--- config.mk ---
export PLATFORM = sky130hd
export DESIGN_NAME = grii_out_fifo
export DESIGN_NICKNAME = d
export VERILOG_FILES = /design/src/hw/rtl/assert_macros.svh /design/src/hw/rtl/grii_pkg.sv /design/src/hw/rtl/grii_out_fifo.sv
export SDC_FILE = /design/constraint.sdc
export NUM_CORES = 1
export LEC_CHECK = 0
export BUFFER_PORTS_ARGS = -buffer_cell sky130_fd_sc_hd__buf_4
export CORE_MARGIN = 2
export CORE_UTILIZATION = 45
export CTS_CLUSTER_DIAMETER = 60
export CTS_CLUSTER_SIZE = 14
export DETAILED_ROUTE_END_ITERATION = 7
export GPL_ROUTABILITY_DRIVEN = 1
export PLACE_DENSITY = 0.79
export RECOVER_POWER = 50
export SLEW_MARGIN = 20
export SYNTH_ARGS = -nofsm -noshare
export SYNTH_HDL_FRONTEND = slang
export SYNTH_SLANG_ARGS = --single-unit
--- constraint.sdc ---
create_clock -name clk -period 3.9 [get_ports clk]
set_input_delay 0.195 -clock clk [delete_from_list [all_inputs] [get_ports clk]]
set_output_delay 0.195 -clock clk [all_outputs]
set_load 0.005 [all_outputs]
--- src/hw/rtl/assert_macros.svh ---
// Assertion macros for the RTL of the refractive index block, used by its top level.
// Clocked on clk, disabled while arst_n is low; no other dependencies.
`ifndef ASSERT_MACROS_SVH
`define ASSERT_MACROS_SVH

// same-cycle implication
`define GRII_ASSERT_IMP(lbl, ante, cons) \
	lbl: assert property (@(posedge clk) disable iff (!arst_n) (ante) |-> (cons)) \
		else $error("implication check failed");

// next-cycle implication
`define GRII_ASSERT_NXT(lbl, ante, cons) \
	lbl: assert property (@(posedge clk) disable iff (!arst_n) (ante) |=> (cons)) \
		else $error("next-cycle check failed");

`endif

--- src/hw/rtl/grii_pkg.sv ---
// Package for the refractive index interpolator: widths, table and item types.
// Used by every module of the block; depends on nothing.
package grii_pkg;

	localparam int IN_W          = 16;
	localparam int OUT_W         = 48;
	localparam int IDX_W         = 6;
	localparam int STEP_SHIFT    = 10;
	localparam int STEP_Q12      = 1024;
	localparam int ENTRY_W       = 23;
	localparam int SLOPE_W       = 17;
	localparam int SCALED_W      = 34;
	localparam int PROD_W        = SCALED_W + IN_W;
	localparam int UNIT_SHIFT    = 19;
	localparam int FIVE_POW_W    = 21;
	localparam int DIV_W         = FIVE_POW_W + IN_W;
	localparam int GIVEN_POINTS  = 20;
	localparam int GIVEN_IDX_W   = 5;

	localparam int DEF_TABLE_POINTS         = 20;
	localparam int DEF_RESULT_FRACTION_BITS = 40;

	localparam logic [IN_W-1:0]       TREF_RESET = 16'd18762;
	localparam logic [FIVE_POW_W-1:0] FIVE_POW9  = 21'd1953125;

	localparam logic [ENTRY_W-1:0] GIVEN_EXCESS [GIVEN_POINTS] = '{
		23'd68528,   23'd137070,  23'd205626,  23'd274196,  23'd342781,
		23'd411379,  23'd479992,  23'd548618,  23'd617259,  23'd685914,
		23'd754583,  23'd823266,  23'd891964,  23'd960675,  23'd1029400,
		23'd1098140, 23'd1166894, 23'd1235662, 23'd1304444, 23'd1373240
	};

	localparam logic [ENTRY_W-1:0] LAST_ENTRY = GIVEN_EXCESS[GIVEN_POINTS-1];
	localparam logic [ENTRY_W-1:0] LAST_SLOPE =
		GIVEN_EXCESS[GIVEN_POINTS-1] - GIVEN_EXCESS[GIVEN_POINTS-2];

	typedef struct packed {
		logic               sat;
		logic               zero;
		logic [DIV_W-1:0]   rem;
		logic [OUT_W-1:0]   work;
		logic [DIV_W-1:0]   divisor;
	} grii_div_t;

	typedef struct packed {
		logic [OUT_W-1:0] index_excess;
		logic             saturated;
		logic             zero_temperature;
	} grii_res_t;

	// n-1 at table point k in units of 1e-9; past the given points extend the last segment
	function automatic logic [ENTRY_W-1:0] table_entry(input logic [IDX_W-1:0] k);
		logic [IDX_W-1:0] ext;
		ext = k - IDX_W'(GIVEN_POINTS - 1);
		if (k < IDX_W'(GIVEN_POINTS)) begin
			return GIVEN_EXCESS[k[GIVEN_IDX_W-1:0]];
		end
		return LAST_ENTRY + ENTRY_W'(ext) * LAST_SLOPE;
	endfunction

endpackage

--- src/hw/rtl/grii_out_fifo.sv ---
// Two-entry output buffer that decouples the pipeline from receiver stalls.
// Depends on grii_pkg.
module grii_out_fifo (
	input  logic                 clk,
	input  logic                 arst_n,
	input  logic                 push,
	input  grii_pkg::grii_res_t  push_item,
	input  logic                 stall,
	output logic                 pop_valid,
	output grii_pkg::grii_res_t  pop_item,
	output logic                 room
);

	localparam int DEPTH = 2;

	logic [1:0]             count_q;
	logic                   wr_ptr_q;
	logic                   rd_ptr_q;
	grii_pkg::grii_res_t    mem_q [DEPTH];
	logic                   pop;

	assign pop       = (count_q != '0) && !stall;
	assign pop_valid = count_q != '0;
	assign pop_item  = mem_q[rd_ptr_q];
	assign room      = count_q != 2'(DEPTH);

	always_ff @(posedge clk or negedge arst_n) begin
		if (!arst_n) begin
			count_q  <= '0;
			wr_ptr_q <= 1'b0;
			rd_ptr_q <= 1'b0;
		end else begin
			if (push) begin
				wr_ptr_q <= ~wr_ptr_q;
			end
			if (pop) begin
				rd_ptr_q <= ~rd_ptr_q;
			end
			if (push && !pop) begin
				count_q <= count_q + 2'd1;
			end else if (pop && !push) begin
				count_q <= count_q - 2'd1;
			end
		end
	end

	always_ff @(posedge clk) begin
		if (push) begin
			mem_q[wr_ptr_q] <= push_item;
		end
	end

endmodule

==> qor.csv <==
stage;metric;value;unit
placement;Placer Congestion;0.704;
floorplanning;die area;9790;um^2
yosys;Yosys reg bits;104;
yosys;Synth Instances;172;
hold_path;worst min path class;in -> reg;
floorplanning;core area;8720;um^2
critical_path;CP required;3.70;ns
yosys;Mapped Nets;227;
pwr;Power Density;661;nW/um^2
sta;Worst Skew;0.00275;ns
critical_path;Reg-to-Reg Start;wr_ptr_q$_DFFE_PN0P_;
floorplanning;Die Y;98.9;um
critical_path;Cell Chain, Critical Path;mux2_2 -> buf_4;
critical_path;kind of end point of the critical path;output port;
drt;ANT nets after route;0;
sta;endpoints failing hold;0;
yosys;sequential-to-total area share from yosys stat;0.765;
sta;Worst-Margin Slew;0.950;ns
placement;Cell Area, Placed;4900;um^2
sta;Tmin final;2.18;ns
global_routing;initial antenna violation count;0;
flow_run;Max-Cap Viols;0;
yosys;Netlist cell types;15;
critical_path;element type at the critical path start;flip-flop;
sta;RSZ-0062 raised after global routing;no;
critical_path;Setup CP Type;reg -> out;
drt;wire per inst;15.7;um
sta;period utilization;0.559;
placement;I/O Buffers;105;
finish;Final Cell Area;4990;um^2
drt;DRT met1 WL;2630;um
placement;Place WS;2.03;ns
placement;Cells after DPL;381;
critical_path;CP Data Arrival Time;1.99;ns
yosys;syn avg cell area;23.6;um^2
finish;ant diodes;0;
finish;non-filler cells in the finished layout;398;
drt;wire length on met2;3100;um
drt;drc violations;0;
clock_tree;clk_lat worst skew;0.35;ns
drt;met3 WL;451;um
global_routing;grt ovf;0;
pwr;maximum vdd drop;0.000653;V
pwr;total leakage power;0.00195;uW
global_routing;largest net degree at the start of global routing;52;
clock_tree;CTS buffer count;9;
global_routing;first-pass GRT wire length;9500;um
critical_path;crit path max fanout;51;
clock_tree;Longest Clk Path Bufs;2;
floorplanning;DIE WIDTH;98.9;um
clock_tree;Worst-path clk slew;0.09;ns
sta;fin worst setup slack;1.72;ns
critical_path;crit-path max cell delay;1.07;ns
sta;Rel. slew slack;0.367;
clock_tree;Post-CTS Resized;0;
yosys;yosys warns;0;
floorplanning;I/O pin total;106;
finish;synthesis-to-layout area growth;23.0;%
clock_tree;H-tree levels;3;
sta;Achievable Freq;459;MHz
drt;WL final;6270;um
drt;highest routed layer;met4;
hold_path;Hold Path Depth;1;
drt;via-per-instance ratio;4.75;
sta;setup TNS;0;ns
clock_tree;CTS root buf;clkbuf_8;
finish;Fillers;676;
floorplanning;# rows;34;
global_routing;vias in the first global route;1866;
hold_path;hold path start;push_item[4];
sta;Slew Viols, Final;0;
critical_path;R2R cell count;2;
critical_path;start point of the critical path;rd_ptr_q$_DFFE_PN0P_;
floorplanning;Initial Util;0.465;
global_routing;GRT Total Usage;0.129;
sta;Finish-stage setup viols;0;
drt;drt initial violations;61;
outcome;status;complete, no violations;
drt;Pre-antenna DRT Iters;4;
yosys;Post-Syn Area;4060;um^2
critical_path;Slowest cell on crit path;dfrtp_4;
clock_tree;post-CTS setup buffer count;0;
clock_tree;CTS tree;yes;
finish;final net count;340;
clock_tree;Clock Sinks;104;
finish;share of cells above drive strength 1;0.524;
drt;via count;1891;
finish;fin util;0.572;
-- cell usage in the layout (no fill, tap or decap), types with 2 or more instances in the layout --
| cell type | count |
|---|---|
| clkbuf_4 | 31 |
| clkbuf_1 | 24 |
| edfxtp_1 | 100 |
| mux2_4 | 49 |
| clkinv_4 | 2 |
| dfrtp_1 | 3 |
| xor2_1 | 3 |
| xnor2_1 | 2 |
| clkbuf_8 | 9 |
| buf_4 | 54 |
-- kinds of logic after synthesis --
logic type    after synthesis  share of synthesized area
flops                     104                      0.765
simple gates                6                    0.00926
xor+xnor                    5                     0.0108
fa+ha+maj                   1                    0.00308
buf+inv                     6                     0.0275
mux                        50                      0.184
-- final cells by class --
class	count	area (um^2)	area share
repair buffers	108	731	0.146
clock buffers	11	131	0.0263
multi-input cells	62	851	0.171
well taps	108	135	0.0271
clock inverters	5	33.8	0.00677
flip-flops and latches	104	3110	0.623
-- layer usage --
layer / vias up / GRT usage
li1: 891 / -
met1: 923 / 0.167
met2: 68 / 0.200
met4: 0 / 0.0632
met3: 9 / 0.0397
met5: - / 0
-- registers in the layout, indices dropped and copies added (netlist names) --
register and count:
mem_q 100, count_q 2, rd_ptr_q 1, wr_ptr_q 1
-- power breakdown --
| group | internal (uW) | switching, uW |
|---|---|---|
| clock network | 232 | 336 |
| registers | 1490 | 205 |
| logic | 702 | 336 |
| total | 2420 | 877 |
-- worst max-delay path, delay by kind of cell (launching register included) --
family / cells / cell delay (ns)
buf+inv: 1 / 0.13
mux: 1 / 0.42
flops: 1 / 1.07
-- cells in the mapped netlist --
cell type,number,area share
xor2_1,3,0.0065
buf_6,1,0.0028
nor2_1,1,0.00092
edfxtp_1,100,0.74
nand2b_1,1,0.0015
mux2_4,49,0.18
buf_12,5,0.025
dfrtp_1,4,0.025
ha_1,1,0.0031
mux2_2,1,0.0028
nor2b_1,1,0.0015
or2_1,1,0.0015
nand2b_2,1,0.0022
and2_1,1,0.0015
xnor2_1,2,0.0043
-- worst paths after layout --
path | endpoint | slack, ns
worst max register to register | mem_q[0][17]$_DFFE_PP_ | 2.04
worst min-delay path | mem_q[0][4]$_DFFE_PP_ | 0.05
max in group asynchronous | rd_ptr_q$_DFFE_PN0P_ | 3.49
worst min register to register | count_q[1]$_DFFE_PN0P_ | 0.50
min in group asynchronous | wr_ptr_q$_DFFE_PN0P_ | 0.20
worst max-delay path | pop_item[42] | 1.72
-- timing repair --
item,CTS,global route
endpoints found under the hold margin,4,0
endpoints found under the setup margin,0,0
hold buffers,1,0
-- through the flow --
stage	power, uW	hold slack [ns]
6_report	3300	0.0454
5_1_grt	3470	0.0260
4_1_cts	3360	0.00138
3_5_place_dp	2790	-0.00529
3_3_place_gp	2760	-0.00625
2_1_floorplan	2380	-0.101
Note: power is estimated with default switching activity, not from simulation.
