File: src/hw/rtl/assert_macros.svh
// Assertion macros for the RTL of the refractive index block, used by its top level.
// Clocked on clk, disabled while arst_n is low; no other dependencies.
`ifndef ASSERT_MACROS_SVH
`define ASSERT_MACROS_SVH

// same-cycle implication
`define GRII_ASSERT_IMP(lbl, ante, cons) \
	lbl: assert property (@(posedge clk) disable iff (!arst_n) (ante) |-> (cons)) \
		else $error("implication check failed");

// next-cycle implication
`define GRII_ASSERT_NXT(lbl, ante, cons) \
	lbl: assert property (@(posedge clk) disable iff (!arst_n) (ante) |=> (cons)) \
		else $error("next-cycle check failed");

`endif

File: src/hw/rtl/grii_pkg.sv
// Package for the refractive index interpolator: widths, table and item types.
// Used by every module of the block; depends on nothing.
package grii_pkg;

	localparam int IN_W          = 16;
	localparam int OUT_W         = 48;
	localparam int IDX_W         = 6;
	localparam int STEP_SHIFT    = 10;
	localparam int STEP_Q12      = 1024;
	localparam int ENTRY_W       = 23;
	localparam int SLOPE_W       = 17;
	localparam int SCALED_W      = 34;
	localparam int PROD_W        = SCALED_W + IN_W;
	localparam int UNIT_SHIFT    = 19;
	localparam int FIVE_POW_W    = 21;
	localparam int DIV_W         = FIVE_POW_W + IN_W;
	localparam int GIVEN_POINTS  = 20;
	localparam int GIVEN_IDX_W   = 5;

	localparam int DEF_TABLE_POINTS         = 20;
	localparam int DEF_RESULT_FRACTION_BITS = 40;

	localparam logic [IN_W-1:0]       TREF_RESET = 16'd18762;
	localparam logic [FIVE_POW_W-1:0] FIVE_POW9  = 21'd1953125;

	localparam logic [ENTRY_W-1:0] GIVEN_EXCESS [GIVEN_POINTS] = '{
		23'd68528,   23'd137070,  23'd205626,  23'd274196,  23'd342781,
		23'd411379,  23'd479992,  23'd548618,  23'd617259,  23'd685914,
		23'd754583,  23'd823266,  23'd891964,  23'd960675,  23'd1029400,
		23'd1098140, 23'd1166894, 23'd1235662, 23'd1304444, 23'd1373240
	};

	localparam logic [ENTRY_W-1:0] LAST_ENTRY = GIVEN_EXCESS[GIVEN_POINTS-1];
	localparam logic [ENTRY_W-1:0] LAST_SLOPE =
		GIVEN_EXCESS[GIVEN_POINTS-1] - GIVEN_EXCESS[GIVEN_POINTS-2];

	typedef struct packed {
		logic               sat;
		logic               zero;
		logic [DIV_W-1:0]   rem;
		logic [OUT_W-1:0]   work;
		logic [DIV_W-1:0]   divisor;
	} grii_div_t;

	typedef struct packed {
		logic [OUT_W-1:0] index_excess;
		logic             saturated;
		logic             zero_temperature;
	} grii_res_t;

	// n-1 at table point k in units of 1e-9; past the given points extend the last segment
	function automatic logic [ENTRY_W-1:0] table_entry(input logic [IDX_W-1:0] k);
		logic [IDX_W-1:0] ext;
		ext = k - IDX_W'(GIVEN_POINTS - 1);
		if (k < IDX_W'(GIVEN_POINTS)) begin
			return GIVEN_EXCESS[k[GIVEN_IDX_W-1:0]];
		end
		return LAST_ENTRY + ENTRY_W'(ext) * LAST_SLOPE;
	endfunction

endpackage

File: src/hw/rtl/grii_front.sv
// Front pipeline: table lookup, interpolation, temperature scaling and overflow check.
// Depends on grii_pkg; feeds the first divider cell.
module grii_front #(
	parameter int TABLE_POINTS         = grii_pkg::DEF_TABLE_POINTS,
	parameter int RESULT_FRACTION_BITS = grii_pkg::DEF_RESULT_FRACTION_BITS
) (
	input  logic                          clk,
	input  logic                          arst_n,
	input  logic                          en,
	input  logic                          in_valid,
	input  logic [grii_pkg::IN_W-1:0]     pressure,
	input  logic [grii_pkg::IN_W-1:0]     temperature_k,
	input  logic [grii_pkg::IN_W-1:0]     reference_temperature,
	output logic                          head_valid,
	output grii_pkg::grii_div_t           head_item
);

	localparam int X_W   = grii_pkg::IN_W + 1;
	localparam int SHIFT = RESULT_FRACTION_BITS - grii_pkg::UNIT_SHIFT;
	localparam int NW    = grii_pkg::PROD_W + SHIFT;
	localparam int HI_W  = NW - grii_pkg::OUT_W;
	localparam logic [X_W-1:0] LAST_X = X_W'(TABLE_POINTS * grii_pkg::STEP_Q12);
	localparam logic [grii_pkg::IDX_W-1:0] LAST_IDX = grii_pkg::IDX_W'(TABLE_POINTS - 1);

	logic                              below;
	logic                              above;
	logic [grii_pkg::IDX_W-1:0]        idx;
	logic [grii_pkg::ENTRY_W-1:0]      y0;
	logic [grii_pkg::ENTRY_W-1:0]      y1;
	logic [grii_pkg::IN_W-1:0]         frac;

	logic                              valid_s1;
	logic                              zero_s1;
	logic [grii_pkg::ENTRY_W-1:0]      y0_s1;
	logic [grii_pkg::SLOPE_W-1:0]      slope_s1;
	logic [grii_pkg::IN_W-1:0]         frac_s1;
	logic [grii_pkg::IN_W-1:0]         temp_s1;

	logic                              valid_s2;
	logic                              zero_s2;
	logic [grii_pkg::SCALED_W-1:0]     scaled_s2;
	logic [grii_pkg::DIV_W-1:0]        div_s2;

	logic                              valid_s3;
	logic                              zero_s3;
	logic [grii_pkg::PROD_W-1:0]       prod_s3;
	logic [grii_pkg::DIV_W-1:0]        div_s3;

	logic [NW-1:0]                     num;
	logic [HI_W-1:0]                   num_hi;
	logic                              ovf;

	logic                              valid_s4;
	grii_pkg::grii_div_t               item_s4;

	always_comb begin
		below = pressure <= grii_pkg::IN_W'(grii_pkg::STEP_Q12);
		above = {1'b0, pressure} >= LAST_X;
		idx   = above ? LAST_IDX : pressure[grii_pkg::IN_W-1:grii_pkg::STEP_SHIFT];
		y1    = grii_pkg::table_entry(idx);
		y0    = below ? grii_pkg::table_entry('0) : grii_pkg::table_entry(idx - 1'b1);
		frac  = below ? '0 : pressure - {idx, {grii_pkg::STEP_SHIFT{1'b0}}};
	end

	always_ff @(posedge clk or negedge arst_n) begin
		if (!arst_n) begin
			valid_s1 <= 1'b0;
			valid_s2 <= 1'b0;
			valid_s3 <= 1'b0;
			valid_s4 <= 1'b0;
		end else if (en) begin
			valid_s1 <= in_valid;
			valid_s2 <= valid_s1;
			valid_s3 <= valid_s2;
			valid_s4 <= valid_s3;
		end
	end

	always_comb begin
		num    = {{(NW - grii_pkg::PROD_W){1'b0}}, prod_s3} << SHIFT;
		num_hi = num[NW-1:grii_pkg::OUT_W];
		ovf    = grii_pkg::DIV_W'(num_hi) >= div_s3;
	end

	always_ff @(posedge clk) begin
		if (en) begin
			zero_s1   <= temperature_k == '0;
			y0_s1     <= y0;
			slope_s1  <= grii_pkg::SLOPE_W'(y1 - y0);
			frac_s1   <= frac;
			temp_s1   <= temperature_k;

			zero_s2   <= zero_s1;
			scaled_s2 <= {{(grii_pkg::SCALED_W - grii_pkg::ENTRY_W - grii_pkg::STEP_SHIFT){1'b0}},
				y0_s1, {grii_pkg::STEP_SHIFT{1'b0}}}
				+ grii_pkg::SCALED_W'(frac_s1 * slope_s1);
			div_s2    <= temp_s1 * grii_pkg::FIVE_POW9;

			zero_s3   <= zero_s2;
			prod_s3   <= scaled_s2 * reference_temperature;
			div_s3    <= div_s2;

			item_s4.sat     <= ovf;
			item_s4.zero    <= zero_s3;
			item_s4.rem     <= grii_pkg::DIV_W'(num_hi);
			item_s4.work    <= num[grii_pkg::OUT_W-1:0];
			item_s4.divisor <= div_s3;
		end
	end

	assign head_valid = valid_s4;
	assign head_item  = item_s4;

endmodule

File: config.mk
export PLATFORM = sky130hd
export DESIGN_NAME = grii_front
export DESIGN_NICKNAME = d
export VERILOG_FILES = /design/src/hw/rtl/assert_macros.svh /design/src/hw/rtl/grii_pkg.sv /design/src/hw/rtl/grii_front.sv
export SDC_FILE = /design/constraint.sdc
export NUM_CORES = 2
export LEC_CHECK = 0
export BUFFER_PORTS_ARGS = -buffer_cell sky130_fd_sc_hd__buf_2
export CORE_MARGIN = 5
export CORE_UTILIZATION = 40
export CTS_CLUSTER_SIZE = 10
export DETAILED_ROUTE_END_ITERATION = 8
export GPL_TIMING_DRIVEN = 0
export PLACE_DENSITY = 0.58
export SETUP_SLACK_MARGIN = 0.5
export SYNTH_ARGS = -nofsm -noshare
export SYNTH_HDL_FRONTEND = slang
export SYNTH_SLANG_ARGS = --single-unit
File: constraint.sdc
create_clock -name clk -period 7.5 [get_ports clk]
set_input_delay 0.375 -clock clk [delete_from_list [all_inputs] [get_ports clk]]
set_output_delay 0.375 -clock clk [all_outputs]
set_load 0.02 [all_outputs]
==> out/metrics.cfg <==
[yosys]
netlist_area_mm2=0.0487
synth_area_leaders=fa_1 34%, edfxtp_1 20%, ha_1 13%
synth_top_area_share_pct=34.4
synth_most_common_cell=inv_1
yosys.area.top_type=fa_1
avgSynthCellArea_um2=9.98
ys.flop_type=edfxtp_1
syn_inst=4876
yosys_register_bits=326
synth-edff-count=322
synthTopCellsByCount=1021 x inv_1, 836 x fa_1, 651 x nand2_1, 499 x ha_1, 322 x edfxtp_1
synth_cell_types=89
yosysWarnings=0
synthArstFlopShare_pct=1.23
yosysSeqAreaShare_pct=20.1

[final_layout]
ff_latch_area_mm2=0.00977
multiInputGateArea_mm2=0.0352
area_growth_pct=14.7
final_cells=6929
fill_cells=11700
design_area_mm2=0.0558
nets=6667
final_core_util_pct=46.0
drive_gt1_share_pct=12.2

[clock_network]
cts_tree=built
cts_max_path_buffers=3
cts_root_buf=clkbuf_16
clk_pin_slew_ps=50
clkLatencyLatePin_ps=620
clock-sinks=326
cts_htree_levels=2
numCtsBuffers=43

[min_path]
hp-start=pressure[5]
holdPathStages=2
hold_class=primary input to flip-flop
worstHoldEndpoint=frac_s1[5]$_SDFFCE_PP0P_

[grt]
grt_pass1_vias=37200
grt.total_usage_pct=20.3
grt_pass1_wl_um=208000
grt_max_degree=130
grt.overflow.total=0
antenna_found_initial=5

[detailed_routing]
via_count=34800
drt-total-wl_um=129000
wl_per_cell_um=18.6
dr.pass1.iters=6
drtIter0Drc=2049
ant_nets=0
routed_via_density=5.02
drc=0

[critical_path]
critical_path_class=primary input to flip-flop
reg2regPathDepth=22
cp_slowest_cell=fa_1
cp-start-kind=primary input
r2r_setup_slack_ps=550
cp_common_cell=ha_4
crit_required_ps=7840
r2r-end=prod_s3[48]$_DFFE_PP_
worstPathArrival_ps=7310
max_stage_delay_ps=560
path_max_fanout=6
crit_path_end_kind=flip-flop
r2r-start=scaled_s2[13]$_DFFE_PP_

[timing]
final_hold_viol_count=0
setup_tns_ps=0
rsz0062_at_grt=yes
setup_violations=0
max_freq_mhz=144
period_needed_ps=6960
worst_slew_pin_slew_ps=825
finalCritPeriodShare_pct=92.8
slew-limit-headroom_pct=45.0
clock_skew_ps=26.6
slew_violations=0

[placement]
dp.cells=6675
placed_area_mm2=0.0518
numPortBuffers=137
hpwl_um=104000
gp_congestion=0.914

[die]
die-height_um=359
placementRows=128
fp.dieArea_mm2=0.129
die_x_um=359
ios=177
initial_core_util_pct=40.1
coreArea_mm2=0.121

[run_status]
outcome=completed

[run]
maxCapViolCount=0

flip-flops by register name, summed over array words and instances, names as in the netlist, 16 cells and up:
signal     flops
y0_s1         23
head_item     89
div_s3        37
frac_s1       16
temp_s1       16
slope_s1      17
prod_s3       50
div_s2        37
scaled_s2     34
worst max-delay path, delay by kind of cell:
family / cells / cell delay, ps
fa+ha+maj: 7 / 2480
xor+xnor: 3 / 550
compound gates: 10 / 2410
buf+inv: 7 / 640
simple gates: 4 / 810
worst max-delay path by stage:
| stage | startpoint | end | slack, ps | cells past startpoint |
|---|---|---|---|---|
| detailed placement | reference_temperature[9] | prod_s3[48]$_DFFE_PP_ | -1210 | 23 |
| global route | pressure[15] | slope_s1[16]$_DFFE_PP_ | 340 | 30 |
| finish | pressure[12] | slope_s1[16]$_DFFE_PP_ | 540 | 31 |
| global placement | reference_temperature[9] | prod_s3[48]$_DFFE_PP_ | -1700 | 23 |
| CTS | scaled_s2[13]$_DFFE_PP_ | prod_s3[48]$_DFFE_PP_ | 480 | 22 |
| floorplan | pressure[13] | slope_s1[16]$_DFFE_PP_ | 220 | 33 |
layout make-up:
type                    count  share of cell area [%]
inverters                1022                    6.93
well taps                1625                    3.64
flip-flops and latches    326                    17.5
multi-input cells        3352                    63.1
clock inverters            18                   0.318
clock buffers              48                    1.96
repair buffers            325                    4.07
diodes                      3                  0.0134
plain buffers             210                    2.48
kinds of logic after synthesis:
kind of cell    synth area share, %
compound gates                 7.20
other cells                 0.00770
xor+xnor                       3.15
buf+inv                        9.81
flops                          20.1
simple gates                   12.3
fa+ha+maj                      47.2
mux                           0.260
metal layers:
metal / global-route usage, % / vias up / wire, um
li1: - / 16000 / -
met1: 26.6 / 17500 / 54400
met2: 34.7 / 990 / 62100
met3: 3.68 / 226 / 7910
met4: 5.95 / 0 / 4450
met5: 0 / - / 0
placed cells by master (no fill, tap or decap), types with 25 or more instances in the layout:
| cell type | synthesis | layout |
|---|---|---|
| o21a_1 | 33 | 33 |
| nand2_1 | 651 | 647 |
| clkbuf_1 | 163 | 86 |
| edfxtp_1 | 322 | 322 |
| o21ai_0 | 88 | 70 |
| inv_1 | 1021 | 1011 |
| and2_1 | 289 | 289 |
| buf_2 | 8 | 142 |
| clkbuf_16 | 0 | 44 |
| nand3_1 | 30 | 28 |
| buf_4 | 35 | 199 |
| a21oi_1 | 162 | 146 |
| conb_1 | 1 | 35 |
| ha_1 | 499 | 472 |
| clkbuf_2 | 0 | 36 |
| xnor2_1 | 118 | 112 |
| a21o_1 | 61 | 60 |
| fa_1 | 836 | 835 |
| xor2_1 | 51 | 48 |
| nor2_1 | 123 | 116 |
| nor2b_1 | 27 | 26 |
| nor3_1 | 26 | 25 |
repair_timing:
item | in CTS | in global routing
gates resized for setup | 194 | 167
buffers inserted | 73 | 92
cloned | 0 | 2
hold endpoints to repair | 21 | 0
endpoints found under the setup margin | 51 | 25
hold buffers | 18 | 0
pin swaps | 34 | 68
per-stage QoR:
step	hold WS, ps	setup WS [ps]
after floorplan	79.4	220
after global placement	179	-1700
after detailed placement	184	-1210
after CTS	47.3	483
after global routing	70.2	339
final	82.1	538
Power is not shown: default switching activity piles up to over one toggle a cycle in this logic, so the estimate is an artifact.
