**config.mk**
```make
export PLATFORM = sky130hd
export DESIGN_NAME = grii_div_cell
export DESIGN_NICKNAME = d
export VERILOG_FILES = /design/src/hw/rtl/assert_macros.svh /design/src/hw/rtl/grii_pkg.sv /design/src/hw/rtl/grii_div_cell.sv
export SDC_FILE = /design/constraint.sdc
export NUM_CORES = 1
export LEC_CHECK = 0
export BUFFER_PORTS_ARGS = -buffer_cell sky130_fd_sc_hd__buf_2
export CAP_MARGIN = 20
export CORE_MARGIN = 3
export CORE_UTILIZATION = 50
export CTS_CLUSTER_SIZE = 30
export DETAILED_ROUTE_END_ITERATION = 8
export PLACE_DENSITY = 0.79
export SYNTH_ARGS = -nofsm -noshare
export SYNTH_HDL_FRONTEND = slang
export SYNTH_SLANG_ARGS = --single-unit
```
**constraint.sdc**
```tcl
create_clock -name clk -period 0.9 [get_ports clk]
set_input_delay 0 -clock clk [delete_from_list [all_inputs] [get_ports clk]]
set_output_delay 0 -clock clk [all_outputs]
set_load 0.02 [all_outputs]
```
**src/hw/rtl/assert_macros.svh**
```systemverilog
// Assertion macros for the RTL of the refractive index block, used by its top level.
// Clocked on clk, disabled while arst_n is low; no other dependencies.
`ifndef ASSERT_MACROS_SVH
`define ASSERT_MACROS_SVH

// same-cycle implication
`define GRII_ASSERT_IMP(lbl, ante, cons) \
	lbl: assert property (@(posedge clk) disable iff (!arst_n) (ante) |-> (cons)) \
		else $error("implication check failed");

// next-cycle implication
`define GRII_ASSERT_NXT(lbl, ante, cons) \
	lbl: assert property (@(posedge clk) disable iff (!arst_n) (ante) |=> (cons)) \
		else $error("next-cycle check failed");

`endif

```
**src/hw/rtl/grii_pkg.sv**
```systemverilog
// Package for the refractive index interpolator: widths, table and item types.
// Used by every module of the block; depends on nothing.
package grii_pkg;

	localparam int IN_W          = 16;
	localparam int OUT_W         = 48;
	localparam int IDX_W         = 6;
	localparam int STEP_SHIFT    = 10;
	localparam int STEP_Q12      = 1024;
	localparam int ENTRY_W       = 23;
	localparam int SLOPE_W       = 17;
	localparam int SCALED_W      = 34;
	localparam int PROD_W        = SCALED_W + IN_W;
	localparam int UNIT_SHIFT    = 19;
	localparam int FIVE_POW_W    = 21;
	localparam int DIV_W         = FIVE_POW_W + IN_W;
	localparam int GIVEN_POINTS  = 20;
	localparam int GIVEN_IDX_W   = 5;

	localparam int DEF_TABLE_POINTS         = 20;
	localparam int DEF_RESULT_FRACTION_BITS = 40;

	localparam logic [IN_W-1:0]       TREF_RESET = 16'd18762;
	localparam logic [FIVE_POW_W-1:0] FIVE_POW9  = 21'd1953125;

	localparam logic [ENTRY_W-1:0] GIVEN_EXCESS [GIVEN_POINTS] = '{
		23'd68528,   23'd137070,  23'd205626,  23'd274196,  23'd342781,
		23'd411379,  23'd479992,  23'd548618,  23'd617259,  23'd685914,
		23'd754583,  23'd823266,  23'd891964,  23'd960675,  23'd1029400,
		23'd1098140, 23'd1166894, 23'd1235662, 23'd1304444, 23'd1373240
	};

	localparam logic [ENTRY_W-1:0] LAST_ENTRY = GIVEN_EXCESS[GIVEN_POINTS-1];
	localparam logic [ENTRY_W-1:0] LAST_SLOPE =
		GIVEN_EXCESS[GIVEN_POINTS-1] - GIVEN_EXCESS[GIVEN_POINTS-2];

	typedef struct packed {
		logic               sat;
		logic               zero;
		logic [DIV_W-1:0]   rem;
		logic [OUT_W-1:0]   work;
		logic [DIV_W-1:0]   divisor;
	} grii_div_t;

	typedef struct packed {
		logic [OUT_W-1:0] index_excess;
		logic             saturated;
		logic             zero_temperature;
	} grii_res_t;

	// n-1 at table point k in units of 1e-9; past the given points extend the last segment
	function automatic logic [ENTRY_W-1:0] table_entry(input logic [IDX_W-1:0] k);
		logic [IDX_W-1:0] ext;
		ext = k - IDX_W'(GIVEN_POINTS - 1);
		if (k < IDX_W'(GIVEN_POINTS)) begin
			return GIVEN_EXCESS[k[GIVEN_IDX_W-1:0]];
		end
		return LAST_ENTRY + ENTRY_W'(ext) * LAST_SLOPE;
	endfunction

endpackage

```
**src/hw/rtl/grii_div_cell.sv**
```systemverilog
// One restoring-division cell: produces one quotient bit and passes the item on.
// Depends on grii_pkg; chained in the top level.
module grii_div_cell (
	input  logic                 clk,
	input  logic                 arst_n,
	input  logic                 en,
	input  logic                 in_valid,
	input  grii_pkg::grii_div_t  in_item,
	output logic                 out_valid,
	output grii_pkg::grii_div_t  out_item
);

	logic [grii_pkg::DIV_W:0]   shifted;
	logic [grii_pkg::DIV_W:0]   diff;
	logic                       ge;
	grii_pkg::grii_div_t        next_item;

	logic                       valid_s1;
	grii_pkg::grii_div_t        item_s1;

	always_comb begin
		shifted   = {in_item.rem, in_item.work[grii_pkg::OUT_W-1]};
		diff      = shifted - {1'b0, in_item.divisor};
		ge        = shifted >= {1'b0, in_item.divisor};
		next_item = in_item;
		next_item.rem  = ge ? diff[grii_pkg::DIV_W-1:0] : shifted[grii_pkg::DIV_W-1:0];
		next_item.work = {in_item.work[grii_pkg::OUT_W-2:0], ge};
	end

	always_ff @(posedge clk or negedge arst_n) begin
		if (!arst_n) begin
			valid_s1 <= 1'b0;
		end else if (en) begin
			valid_s1 <= in_valid;
		end
	end

	always_ff @(posedge clk) begin
		if (en) begin
			item_s1 <= next_item;
		end
	end

	assign out_valid = valid_s1;
	assign out_item  = item_s1;

endmodule

```
==> results of run 1 <==
==> through the flow <==
| step | setup slack [ns] | instances |
|---|---|---|
| floorplan | -1.65 | 527 |
| global placement | -1.85 | 1082 |
| detailed placement | -1.90 | 1082 |
| CTS | -1.38 | 1253 |
==> cells in the mapped netlist, drive strengths merged, types with 2 or more instances <==
| cell | count |
|---|---|
| edfxtp | 124 |
| inv | 52 |
| a21oi | 46 |
| ha | 37 |
| mux2 | 29 |
| o21ai | 28 |
| nand2 | 26 |
| nor2 | 19 |
| xnor2 | 19 |
| nand3 | 18 |
| a21o | 16 |
| o21a | 9 |
| buf | 8 |
| clkbuf | 7 |
| nor3 | 7 |
| a31oi | 6 |
| o211ai | 6 |
| xor2 | 6 |
| o21bai | 5 |
| nor2b | 4 |
| and4 | 3 |
| mux2i | 3 |
| nand2b | 3 |
| nand4 | 3 |
| o2111ai | 3 |
| o211a | 3 |
| o31ai | 3 |
| o41ai | 3 |
| a211oi | 2 |
| a21boi | 2 |
| a311oi | 2 |
| a31o | 2 |
| and3 | 2 |
| nand3b | 2 |
| nor3b | 2 |
| o221ai | 2 |
| or2 | 2 |
==> routing by layer <==
layer	GRT overflow	global-route usage
met4	54	0.856
met2	49	0.938
met5	0	0.125
met3	2	0.642
met1	0	0.738
==> what timing repair did <==
item                                    CTS
gates resized for setup                 145
hold buffers                            122
setup buffers                            14
endpoints found under the hold margin   122
pin swaps                                15
gates cloned                              3
endpoints found under the setup margin  163
==> cell families after synthesis <==
group,share of synthesized area
fa+ha+maj,0.0732
flops,0.568
xor+xnor,0.0332
buf+inv,0.0419
mux,0.0586
compound gates,0.155
simple gates,0.0707
==> impl_summary.txt, run 1 <==
----------------------------------------------------
[Outcome]
  Run status ... aborted with a tool error
  Stage at which the run stopped ... 5_1_grt
  Error ... [ERROR GRT-0232] Routing congestion too high. Check the congestion heatmap in the GUI.

[Synth]
  Top cell type by total area after synthesis ... edfxtp_1
  Share of synthesized registers carrying an async set or reset ... 0.00800
  Distinct cells, synth ... 65
  Share of the yosys chip area belonging to registers ... 0.568
  Post-Syn Area per Cell ... 12.5 um2
  Number of flip-flops and latches in the synthesized netlist ... 125
  Mapped Nets ... 693
  EDFF count, synth ... 124
  Synthesized cell area ... 6600 um2
  Leading cell types by total area after synthesis ... edfxtp_1, ha_1, mux2_2
  Area fraction of the dominant cell type after synthesis ... 0.564
  Warning count from the yosys run ... 0
  Post-synthesis instance total ... 527
  Top_reg_cell synth ... edfxtp_1

[Placed design]
  Final HPWL from detailed placement ... 15700 um
  Post-place instance area ... 9250 um2
  Final GP Congestion ... 0.881
  Count of input and output buffers ... 252

[STA]
  Type of the worst endpoint after the last repair ... register input
  GRT repair_timing worst endpoint ... out_item[115]$_DFFE_PP_/D

[CTS]
  CTS Sinks ... 125
  CTS buffer count ... 17
  Number of H-tree levels ... 4
  Root buffer cell ... clkbuf_16
  Clock tree buffer depth ... 2

[GRT]
  Initial antenna violation count ... 4
  Maximum number of pins on one net before global-route repair ... 29
  GRT Resource Usage Total ... 0.775
  Remaining global-route overflow ... 105

[Floorplanning]
  Starting density of the core ... 0.517
  Die Height ... 121 um
  Row count ... 41
  Horizontal die dimension ... 121 um
  I/O pin total ... 253

----------------------------------------------------
==> inputs of run 2 (changes only) <==
- CORE_UTILIZATION: 50 -> 40
- CTS_CLUSTER_SIZE: 30 -> default
- PLACE_DENSITY: 0.79 -> default
- PLACE_DENSITY_LB_ADDON: default -> 0.15
==> impl_summary.txt, run 2 <==
----------------------------------------------------
[Outcome]
  Run status ... complete, but fails checks
  Violations in the final reports ... hold timing, setup timing

[GRT]
  Remaining global-route overflow ... 0
  Maximum number of pins on one net before global-route repair ... 39
  GRT Resource Usage Total ... 0.249
  Number of global-route vias before repair ... 6671
  Initial antenna violation count ... 1
  First-pass GRT wire length ... 35200 um

[Floorplanning]
  Row count ... 46
  Starting density of the core ... 0.412
  Horizontal die dimension ... 134 um
  Floorplan die area ... 18100 um2
  Core Region ... 16000 um2
  Die Height ... 134 um
  I/O pin total ... 253

[Final layout]
  Layout net count ... 1243
  Fraction of layout cells with a size suffix above 1 ... 0.502
  Flip-flop count of the largest register, all copies and words added ... 124
  Most common library cell in the layout ignoring fill and taps ... buf_4
  Top library cells by usage in the layout, fill and taps aside ... buf_4, buf_2, edfxtp_1
  Relative area change from synthesis to final layout ... 87.1%
  Post-route core utilization ... 0.772
  Number of antenna cells inserted ... 0
  Final std cells w/o fill ... 1306

[Critical path]
  Nature of the critical path endpoint ... register
  Data arrival, critical path ... 2.44 ns
  Worst Setup Start Kind ... primary input
  Cell chain of the critical path ... buf_12 -> inv_12 -> ha_4 -> inv_2 -> fa_2 -> a21oi_2 -> o211a_1 -> o21a_4 -> o211ai_4 -> o211a_4 -> o21a_4 -> nor2_4 -> buf_12 -> buf_6 -> buf_16 -> mux2_4
  Crit path required time ... 1.07 ns
  Slowest Stage Delay on Critical Path ... 0.34 ns
  Cell type of the slowest stage on the worst timing path ... fa_2
  Critical setup path kind ... primary input to register
  Largest driver fanout on the critical path ... 5

[Power]
  Overall power ... 21.1 mW
  Logic gate share of total power ... 0.308
  Switching fraction of total power ... 0.288
  Power density of the placed cells ... 1710 nW/um2
  Part of the power in registers ... 0.352
  Largest voltage drop on the vdd net ... 0.00125 V
  Static leakage ... 5.56 nW
  Internal power ... 15.1 mW
  Clock share of power ... 0.340
  NetSw ... 6.08 mW

[CTS]
  Root buffer cell ... clkbuf_16
  Clock slew at reported path FFs ... 0.06 ns
  Clock tree buffer depth ... 2
  Number of H-tree levels ... 4
  CTS tree ... built
  CTS buffer count ... 17
  Worst-skew pair later-pin latency ... 0.42 ns
  CTS Sinks ... 125

[Synth]
  Post-synthesis instance total ... 527
  Distinct cells, synth ... 65
  Share of synthesized registers carrying an async set or reset ... 0.00800
  Post-synth top cells ... edfxtp_1, inv_1, a21oi_1, ha_1, o21ai_0
  Number of flip-flops and latches in the synthesized netlist ... 125
  Mapped Nets ... 693
  Largest family of logic cells by synthesized area ... compound AO/OA/AOI/OAI gates
  Top_reg_cell synth ... edfxtp_1
  EDFF count, synth ... 124
  Area fraction of the dominant cell type after synthesis ... 0.564
  Simple-Gate Fraction of Synth Area ... 0.0707
  Synth Area in Adders ... 0.0732
  Warning count from the yosys run ... 0
  Synthesized cell area ... 6600 um2
  Compound-gate portion of the synthesized area ... 0.155
  Top cell type by total area after synthesis ... edfxtp_1
  Multiplexer fraction of the synthesized cell area ... 0.0586
  Cell with the most instances after synthesis ... edfxtp_1
  Leading cell types by total area after synthesis ... edfxtp_1, ha_1, mux2_2
  Synthesized-area fraction occupied by xor and xnor cells ... 0.0332
  Post-Syn Area per Cell ... 12.5 um2
  Share of the yosys chip area belonging to registers ... 0.568

[STA]
  Max-slew violation total from the final report ... 0
  Worst hold margin ... -0.00335 ns
  RSZ-0062 raised after global routing ... true
  Setup Viol. Count Final ... 163
  Setup ws final ... -1.37 ns
  Final worst path period need ... 2.27 ns
  Highest clock rate ... 441 MHz
  Final Hold Viols ... 1
  Actual transition at the worst max-transition pin ... 0.524 ns
  Layout Skew ... 0 ns
  Period utilisation layout ... 2.52
  Worst slew slack as a fraction of its limit ... 0.650

[Detailed routing]
  Post-detailed-routing wire length ... 24000 um
  Via density per instance ... 4.96
  Vias after detailed routing ... 6479
  Wire per inst ... 18.4 um
  Total DRC errors in the routed layout ... 0
  Drt pass-1 iters ... 4
  Number of nets still failing antenna checks after routing ... 0
  First-iteration detailed-routing DRC count ... 308

[Hold path]
  Path category of the worst min-delay check ... primary input to register

[Placed design]
  Count of input and output buffers ... 252
  Placed insts ... 1137
  Final HPWL from detailed placement ... 15500 um
  Final GP Congestion ... 0.850

[Flow run]
  Max-Cap Viols ... 0

----------------------------------------------------
-- run 2: logic make-up after synthesis --
kind of cell             Yosys count
flip-flops                       125
adder cells (fa/ha/maj)           38
multiplexers                      32
AND/OR/NAND/NOR                   94
AO/OA/AOI/OAI                    146
XOR/XNOR                          25
buffers and inverters             67
-- run 2: area by class of cell --
| cell class | instances | area, um2 |
|---|---|---|
| clock buffer | 17 | 425 |
| clock inverter | 15 | 189 |
| fill | 1065 | 3650 |
| inverter | 52 | 210 |
| multi-input combinational | 335 | 2960 |
| sequential | 125 | 3750 |
| tap | 216 | 270 |
| timing repair buffer | 546 | 4550 |
-- run 2: per-stage QoR --
| stage | setup TNS, ns | area (um2) | worst slack, ns |
|---|---|---|---|
| final | -55.94 | 12400 | -1.37 |
| after global routing | -62.89 | 12400 | -1.45 |
| after CTS | -56.51 | 11800 | -1.35 |
| after detailed placement | -68.22 | 9370 | -1.88 |
| after global placement | -67.48 | 9370 | -1.84 |
| after floorplan | -58.06 | 6690 | -1.65 |
-- run 2: power by group through the flow --
stage / sequential (mW) / clock (mW) / combinational, mW
4_1_cts: 7.35 / 7.26 / 6.06
3_5_place_dp: 7.40 / 0 / 4.98
2_1_floorplan: 8.20 / 0 / 1.92
5_1_grt: 7.49 / 7.54 / 6.94
6_report: 7.44 / 7.19 / 6.51
3_3_place_gp: 7.41 / 0 / 4.92
-- run 2: timing repair --
action                                  CTS  global route
hold buffers                            120             1
resized for setup                       136           139
hold endpoints to repair                124             1
gates cloned                              2             0
setup buffers                            11             5
endpoints found under the setup margin  163           170
pin swaps                                15            11
-- run 2: critical path: cells and delay by family --
kind            cells  cell delay, ns
compound gates      6            1.04
fa+ha+maj           2            0.46
buf+inv             6            0.54
mux                 1            0.29
simple gates        1            0.11
-- run 2: path summary, 6_finish.rpt --
kind | cells past startpoint | endpoint | from | slack, ns
worst max-delay path | 16 | out_item[100] | in_item[84] | -1.37
min in group asynchronous | 3 | out_valid | arst_n | 0.43
max in group asynchronous | 3 | out_valid | arst_n | 0.36
worst max register to register | 1 | out_valid | out_valid | 0.09
worst min-delay path | 2 | out_valid | en | -0.003
worst min register to register | 1 | out_valid | out_valid | 0.60
-- run 2: routing by layer --
| metal | part of all wire | GRT usage |
|---|---|---|
| met1 | 0.40 | 0.311 |
| met2 | 0.51 | 0.437 |
| met3 | 0.070 | 0.0607 |
| met4 | 0.020 | 0.0605 |
| met5 | 0.00054 | 0 |
Note: power is estimated with default switching activity, not from simulation.
==> inputs of run 3 (changes only) <==
- clock period: 0.9 -> 2.2 ns (I/O delays scaled with it)
==> impl_summary.txt, run 3 (synthesized netlist as in run 2, its figures left out) <==
----------------------------------------------------
[Critical path]
  Critical path's most frequent cell ... o21a_4
  Crit path required time ... 2.37 ns
  Cell type of the slowest stage on the worst timing path ... fa_2
  Worst Setup Start Kind ... primary input
  Slowest Stage Delay on Critical Path ... 0.34 ns
  Data arrival, critical path ... 2.43 ns
  Largest driver fanout on the critical path ... 5
  Critical setup path kind ... primary input to register
  Worst reg2reg startpoint ... out_valid
  Cell chain of the critical path ... buf_12 -> inv_12 -> ha_4 -> inv_2 -> fa_2 -> a21oi_2 -> o211a_1 -> o21a_4 -> o211ai_4 -> o211a_4 -> o21a_4 -> nor2_4 -> buf_6 -> clkbuf_16 -> mux2_4
  First element of the critical path ... in_item[84]
  Nature of the critical path endpoint ... register

[Floorplanning]
  Floorplan die area ... 18100 um2
  Die Height ... 134 um
  Horizontal die dimension ... 134 um
  Starting density of the core ... 0.412
  Row count ... 46
  Core Region ... 16000 um2
  I/O pin total ... 253

[Detailed routing]
  Drt pass-1 iters ... 5
  Wire per inst ... 17.1 um
  Number of nets still failing antenna checks after routing ... 0
  First-iteration detailed-routing DRC count ... 276
  Post-detailed-routing wire length ... 21700 um
  Total DRC errors in the routed layout ... 0
  Via density per instance ... 4.93
  Vias after detailed routing ... 6247

[Final layout]
  Storage element area ... 3750 um2
  Fill cell instance count of the final layout ... 1176
  Layout net count ... 1202
  Fraction of layout cells with a size suffix above 1 ... 0.457
  Top library cells by usage in the layout, fill and taps aside ... buf_2, edfxtp_1, dlygate4sd3_1
  Final std cells w/o fill ... 1266
  Multi-input logic area ... 2820 um2
  Cell area after layout ... 11300 um2
  Flip-flop count of the largest register, all copies and words added ... 124
  Relative area change from synthesis to final layout ... 71.1%
  Most common library cell in the layout ignoring fill and taps ... buf_2

[STA]
  RSZ-0062 raised after global routing ... true
  Final Hold Viols ... 0
  Setup ws final ... -0.0609 ns
  Max-slew violation total from the final report ... 0
  Actual transition at the worst max-transition pin ... 0.541 ns
  Worst slew slack as a fraction of its limit ... 0.639
  Highest clock rate ... 442 MHz
  Final worst path period need ... 2.26 ns
  Period utilisation layout ... 1.03
  Layout Skew ... 0 ns
  Setup Viol. Count Final ... 25

[Placed design]
  Post-place instance area ... 9050 um2
  Count of input and output buffers ... 252
  Placed insts ... 1098
  Final HPWL from detailed placement ... 15100 um
  Final GP Congestion ... 0.888

[Power]
  Clock share of power ... 0.356
  Internal power ... 5.85 mW
  Power density of the placed cells ... 726 nW/um2
  Switching fraction of total power ... 0.286
  NetSw ... 2.35 mW
  Static leakage ... 5.13 nW
  Largest voltage drop on the vdd net ... 0.000586 V
  Logic gate share of total power ... 0.279
  Part of the power in registers ... 0.365

[Hold path]
  Worst hold start ... in_item[113]
  Path category of the worst min-delay check ... primary input to register

[Outcome]
  Violations in the final reports ... setup timing
  Run status ... complete, but fails checks

[GRT]
  Initial antenna violation count ... 2
  GRT Resource Usage Total ... 0.236
  Number of global-route vias before repair ... 6468
  Maximum number of pins on one net before global-route repair ... 53
  First-pass GRT wire length ... 33500 um
  Remaining global-route overflow ... 0

[CTS]
  Clock slew at reported path FFs ... 0.06 ns
  Clock tree buffer depth ... 2
  Number of H-tree levels ... 4
  CTS buffer count ... 17
  CTS Sinks ... 125
  Worst-skew pair later-pin latency ... 0.41 ns
  Root buffer cell ... clkbuf_16
  CTS tree ... built

[Flow run]
  Max-Cap Viols ... 0

----------------------------------------------------
run 3: cell count changes in the layout (fill, tap and decap cells not counted), moves of 5 or more:
cell	delta
o21ai_2	-6
ha_4	-5
ha_1	+5
buf_4	-42
buf_6	-102
buf_2	+99
run 3: power groups by stage:
stage	clock network (mW)	registers, mW	logic, mW
after floorplan	0	3.35	0.787
after global placement	0	3.04	1.92
after CTS	2.98	2.99	2.19
final	2.92	2.99	2.29
after global routing	3.08	3.01	2.45
after detailed placement	0	3.03	1.95
run 3: worst paths after layout:
path,to,slack [ns],cells after the start
setup / recovery,out_item[99],-0.06,15
hold / removal,out_item[114],0.02,3
setup reg to reg,out_valid,1.43,1
hold reg to reg,out_valid,0.54,1
max in group asynchronous,out_valid,1.63,3
min in group asynchronous,out_valid,0.46,3
run 3: timing repair:
action                                 CTS  global route
pin swaps                                7             3
setup buffers                            6             3
setup endpoints to repair               35            34
gates cloned                             2             2
hold buffers                           121             2
gates resized for setup                 14            33
endpoints found under the hold margin  122             2
run 3: worst max-delay path, delay by kind of cell:
family	cells	cell delay (ns)
AO/OA/AOI/OAI	6	1.04
multiplexers	1	0.29
AND/OR/NAND/NOR	1	0.14
buffers and inverters	5	0.48
adder cells (fa/ha/maj)	2	0.47
run 3: area by class of cell:
type,instances,share of cell area
timing repair buffer,505,0.322
antenna,1,0.000222
tap,216,0.0239
clock buffer,17,0.0377
multi-input combinational,335,0.249
inverter,52,0.0184
sequential,125,0.332
clock inverter,15,0.0168
run 3: per-layer routing:
layer	share of wire	track usage	up-vias	wire length, um
met1	0.41	0.281	2954	8850
li1	-	-	3005	-
met2	0.49	0.407	248	10600
met5	0.00060	0	-	13
met3	0.079	0.0745	38	1720
met4	0.024	0.0781	2	511
run 3: stage by stage:
stage | TNS, ns | setup WS [ns] | utilization | power (mW) | hold slack, ns
final | -1.11 | -0.0609 | 0.706 | 8.20 | 0.0152
after global routing | -2.88 | -0.123 | 0.706 | 8.54 | 0.00425
after CTS | -0.975 | -0.0816 | 0.691 | 8.15 | -0.103
after detailed placement | -20.76 | -0.636 | 0.566 | 4.98 | -0.218
after global placement | -18.43 | -0.564 | 0.566 | 4.95 | -0.223
after floorplan | -8.66 | -0.346 | - | 4.14 | -0.296
==> inputs of run 4 (changes only) <==
--- a/config.mk
+++ b/config.mk
@@ -12,2 +12,3 @@
 export DETAILED_ROUTE_END_ITERATION = 8
+export GPL_TIMING_DRIVEN = 0
 export PLACE_DENSITY_LB_ADDON = 0.15
==> constraint.sdc (replaced) <==
create_clock -name clk -period 2.2 [get_ports clk]
set_input_delay 0.22 -clock clk [delete_from_list [all_inputs] [get_ports clk]]
set_output_delay 0.22 -clock clk [all_outputs]
set_load 0.02 [all_outputs]
==> impl_summary.txt, run 4 (synthesized netlist as in run 2, its figures left out) <==
----------------------------------------------------
[STA]
  Actual transition at the worst max-transition pin ... 0.638 ns
  Highest clock rate ... 393 MHz
  RSZ-0062 raised after global routing ... true
  Layout Skew ... 0 ns
  Max-slew violation total from the final report ... 0
  Worst hold margin ... 0.0211 ns
  Final worst path period need ... 2.55 ns
  Final Hold Viols ... 0
  Worst slew slack as a fraction of its limit ... 0.570
  Period utilisation layout ... 1.16
  Setup Viol. Count Final ... 38
  Setup ws final ... -0.347 ns

[Placed design]
  Final GP Congestion ... 0.815
  Final HPWL from detailed placement ... 13500 um
  Count of input and output buffers ... 252
  Pre-CTS WS ... -1.16 ns

[Power]
  Internal power ... 5.69 mW
  Largest voltage drop on the vdd net ... 0.000543 V
  NetSw ... 2.30 mW
  Logic gate share of total power ... 0.261
  Power density of the placed cells ... 770 nW/um2
  Part of the power in registers ... 0.373
  Static leakage ... 4.56 nW
  Clock share of power ... 0.366
  Switching fraction of total power ... 0.288

[Final layout]
  Fraction of layout cells with a size suffix above 1 ... 0.454
  Flip-flop count of the largest register, all copies and words added ... 124
  Relative area change from synthesis to final layout ... 57.3%
  Layout net count ... 1075
  Most common library cell in the layout ignoring fill and taps ... buf_2
  Top library cells by usage in the layout, fill and taps aside ... buf_2, edfxtp_1, dlygate4sd3_1
  Fill cell instance count of the final layout ... 1282

[CTS]
  CTS buffer count ... 17
  Number of H-tree levels ... 4
  Clock tree buffer depth ... 2
  CTS tree ... built
  Clock slew at reported path FFs ... 0.06 ns
  Root buffer cell ... clkbuf_16
  Worst-skew pair later-pin latency ... 0.41 ns
  CTS Sinks ... 125

[Critical path]
  Worst Setup Start Kind ... primary input
  Critical setup path kind ... primary input to register
  Largest driver fanout on the critical path ... 6
  Data arrival, critical path ... 2.71 ns
  Nature of the critical path endpoint ... register
  Crit path required time ... 2.36 ns

[GRT]
  First-pass GRT wire length ... 30600 um
  GRT Resource Usage Total ... 0.218
  Remaining global-route overflow ... 0
  Initial antenna violation count ... 2
  Number of global-route vias before repair ... 5788
  Maximum number of pins on one net before global-route repair ... 81

[Detailed routing]
  Via density per instance ... 5.01
  Wire per inst ... 17.7 um
  Post-detailed-routing wire length ... 20100 um
  Total DRC errors in the routed layout ... 0
  Drt pass-1 iters ... 4
  Number of nets still failing antenna checks after routing ... 0
  Vias after detailed routing ... 5704
  First-iteration detailed-routing DRC count ... 281

[Outcome]
  Run status ... complete, but fails checks
  Violations in the final reports ... setup timing

[Floorplanning]
  Core Region ... 16000 um2
  I/O pin total ... 253
  Die Height ... 134 um
  Floorplan die area ... 18100 um2
  Row count ... 46
  Horizontal die dimension ... 134 um
  Starting density of the core ... 0.412

[Flow run]
  Max-Cap Viols ... 0

[Hold path]
  Path category of the worst min-delay check ... primary input to register

----------------------------------------------------
run 4: cell types whose count changed in the layout (fill, tap and decap cells not counted), sizes merged:
cell         change
buf             -87
clkinv           -2
dlygate4sd3     -39
inv              +1
run 4: final timing paths:
kind	start	endpoint	slack, ns	cells after the start
min reg2reg	out_valid	out_valid	0.53	1
max reg2reg	out_valid	out_valid	1.44	1
max	in_item[84]	out_item[113]	-0.35	15
max in group asynchronous	arst_n	out_valid	2.00	2
min	in_item[24]	out_item[24]	0.02	1
min in group asynchronous	arst_n	out_valid	0.12	2
run 4: through the flow:
step	utilization	std cells	area, um2	power [mW]	TNS, ns
after floorplan	-	527	6690	4.14	-17.02
after global placement	0.514	995	8230	4.71	-84.42
after detailed placement	0.516	996	8260	4.73	-36.12
after CTS	0.636	1130	10200	7.95	-9.98
after global routing	0.649	1139	10400	8.34	-12.50
final	0.649	1139	10400	7.99	-10.86
run 4: cell type report:
class,instances,area [um2],area share
sequential,125,3750,0.361
clock inverter,14,184,0.0177
timing repair buffer,371,2500,0.241
inverter,52,208,0.0200
antenna,1,2.50,0.000241
buffer,7,82.6,0.00796
tap,216,270,0.0260
clock buffer,18,429,0.0413
multi-input combinational,335,2960,0.285
run 4: critical path: stages:
cell and delay (ns):
buf_12 0.11, inv_12 0.04, ha_4 0.12, inv_2 0.03, fa_2 0.35, a21oi_2 0.15, o211a_1 0.21, o21a_4 0.16
o211ai_4 0.11, o211a_4 0.28, o21a_4 0.20, nor2_4 0.13, buf_12 0.16, buf_12 0.13, mux2_4 0.29
run 4: power by group through the flow:
stage	registers (mW)	logic (mW)	clock network, mW
floorplan	3.35	0.787	0
global placement	3.02	1.69	0
detailed placement	3.02	1.71	0
CTS	2.97	2.00	2.97
global route	3.00	2.25	3.09
finish	2.98	2.09	2.92
run 4: layer usage:
metal | up-vias | share of wire | global-route usage
li1 | 2756 | - | -
met1 | 2686 | 0.41 | 0.262
met2 | 231 | 0.49 | 0.371
met3 | 29 | 0.084 | 0.0715
met4 | 2 | 0.021 | 0.0718
met5 | - | 0.00050 | 0
run 4: repair_timing:
action / CTS / global route
hold endpoints to repair: 84 / 0
setup endpoints to repair: 38 / 38
buffers inserted: 23 / 10
gates resized for setup: 68 / 31
hold buffers: 84 / 0
pin swaps: 17 / 12
gates cloned: 2 / 0
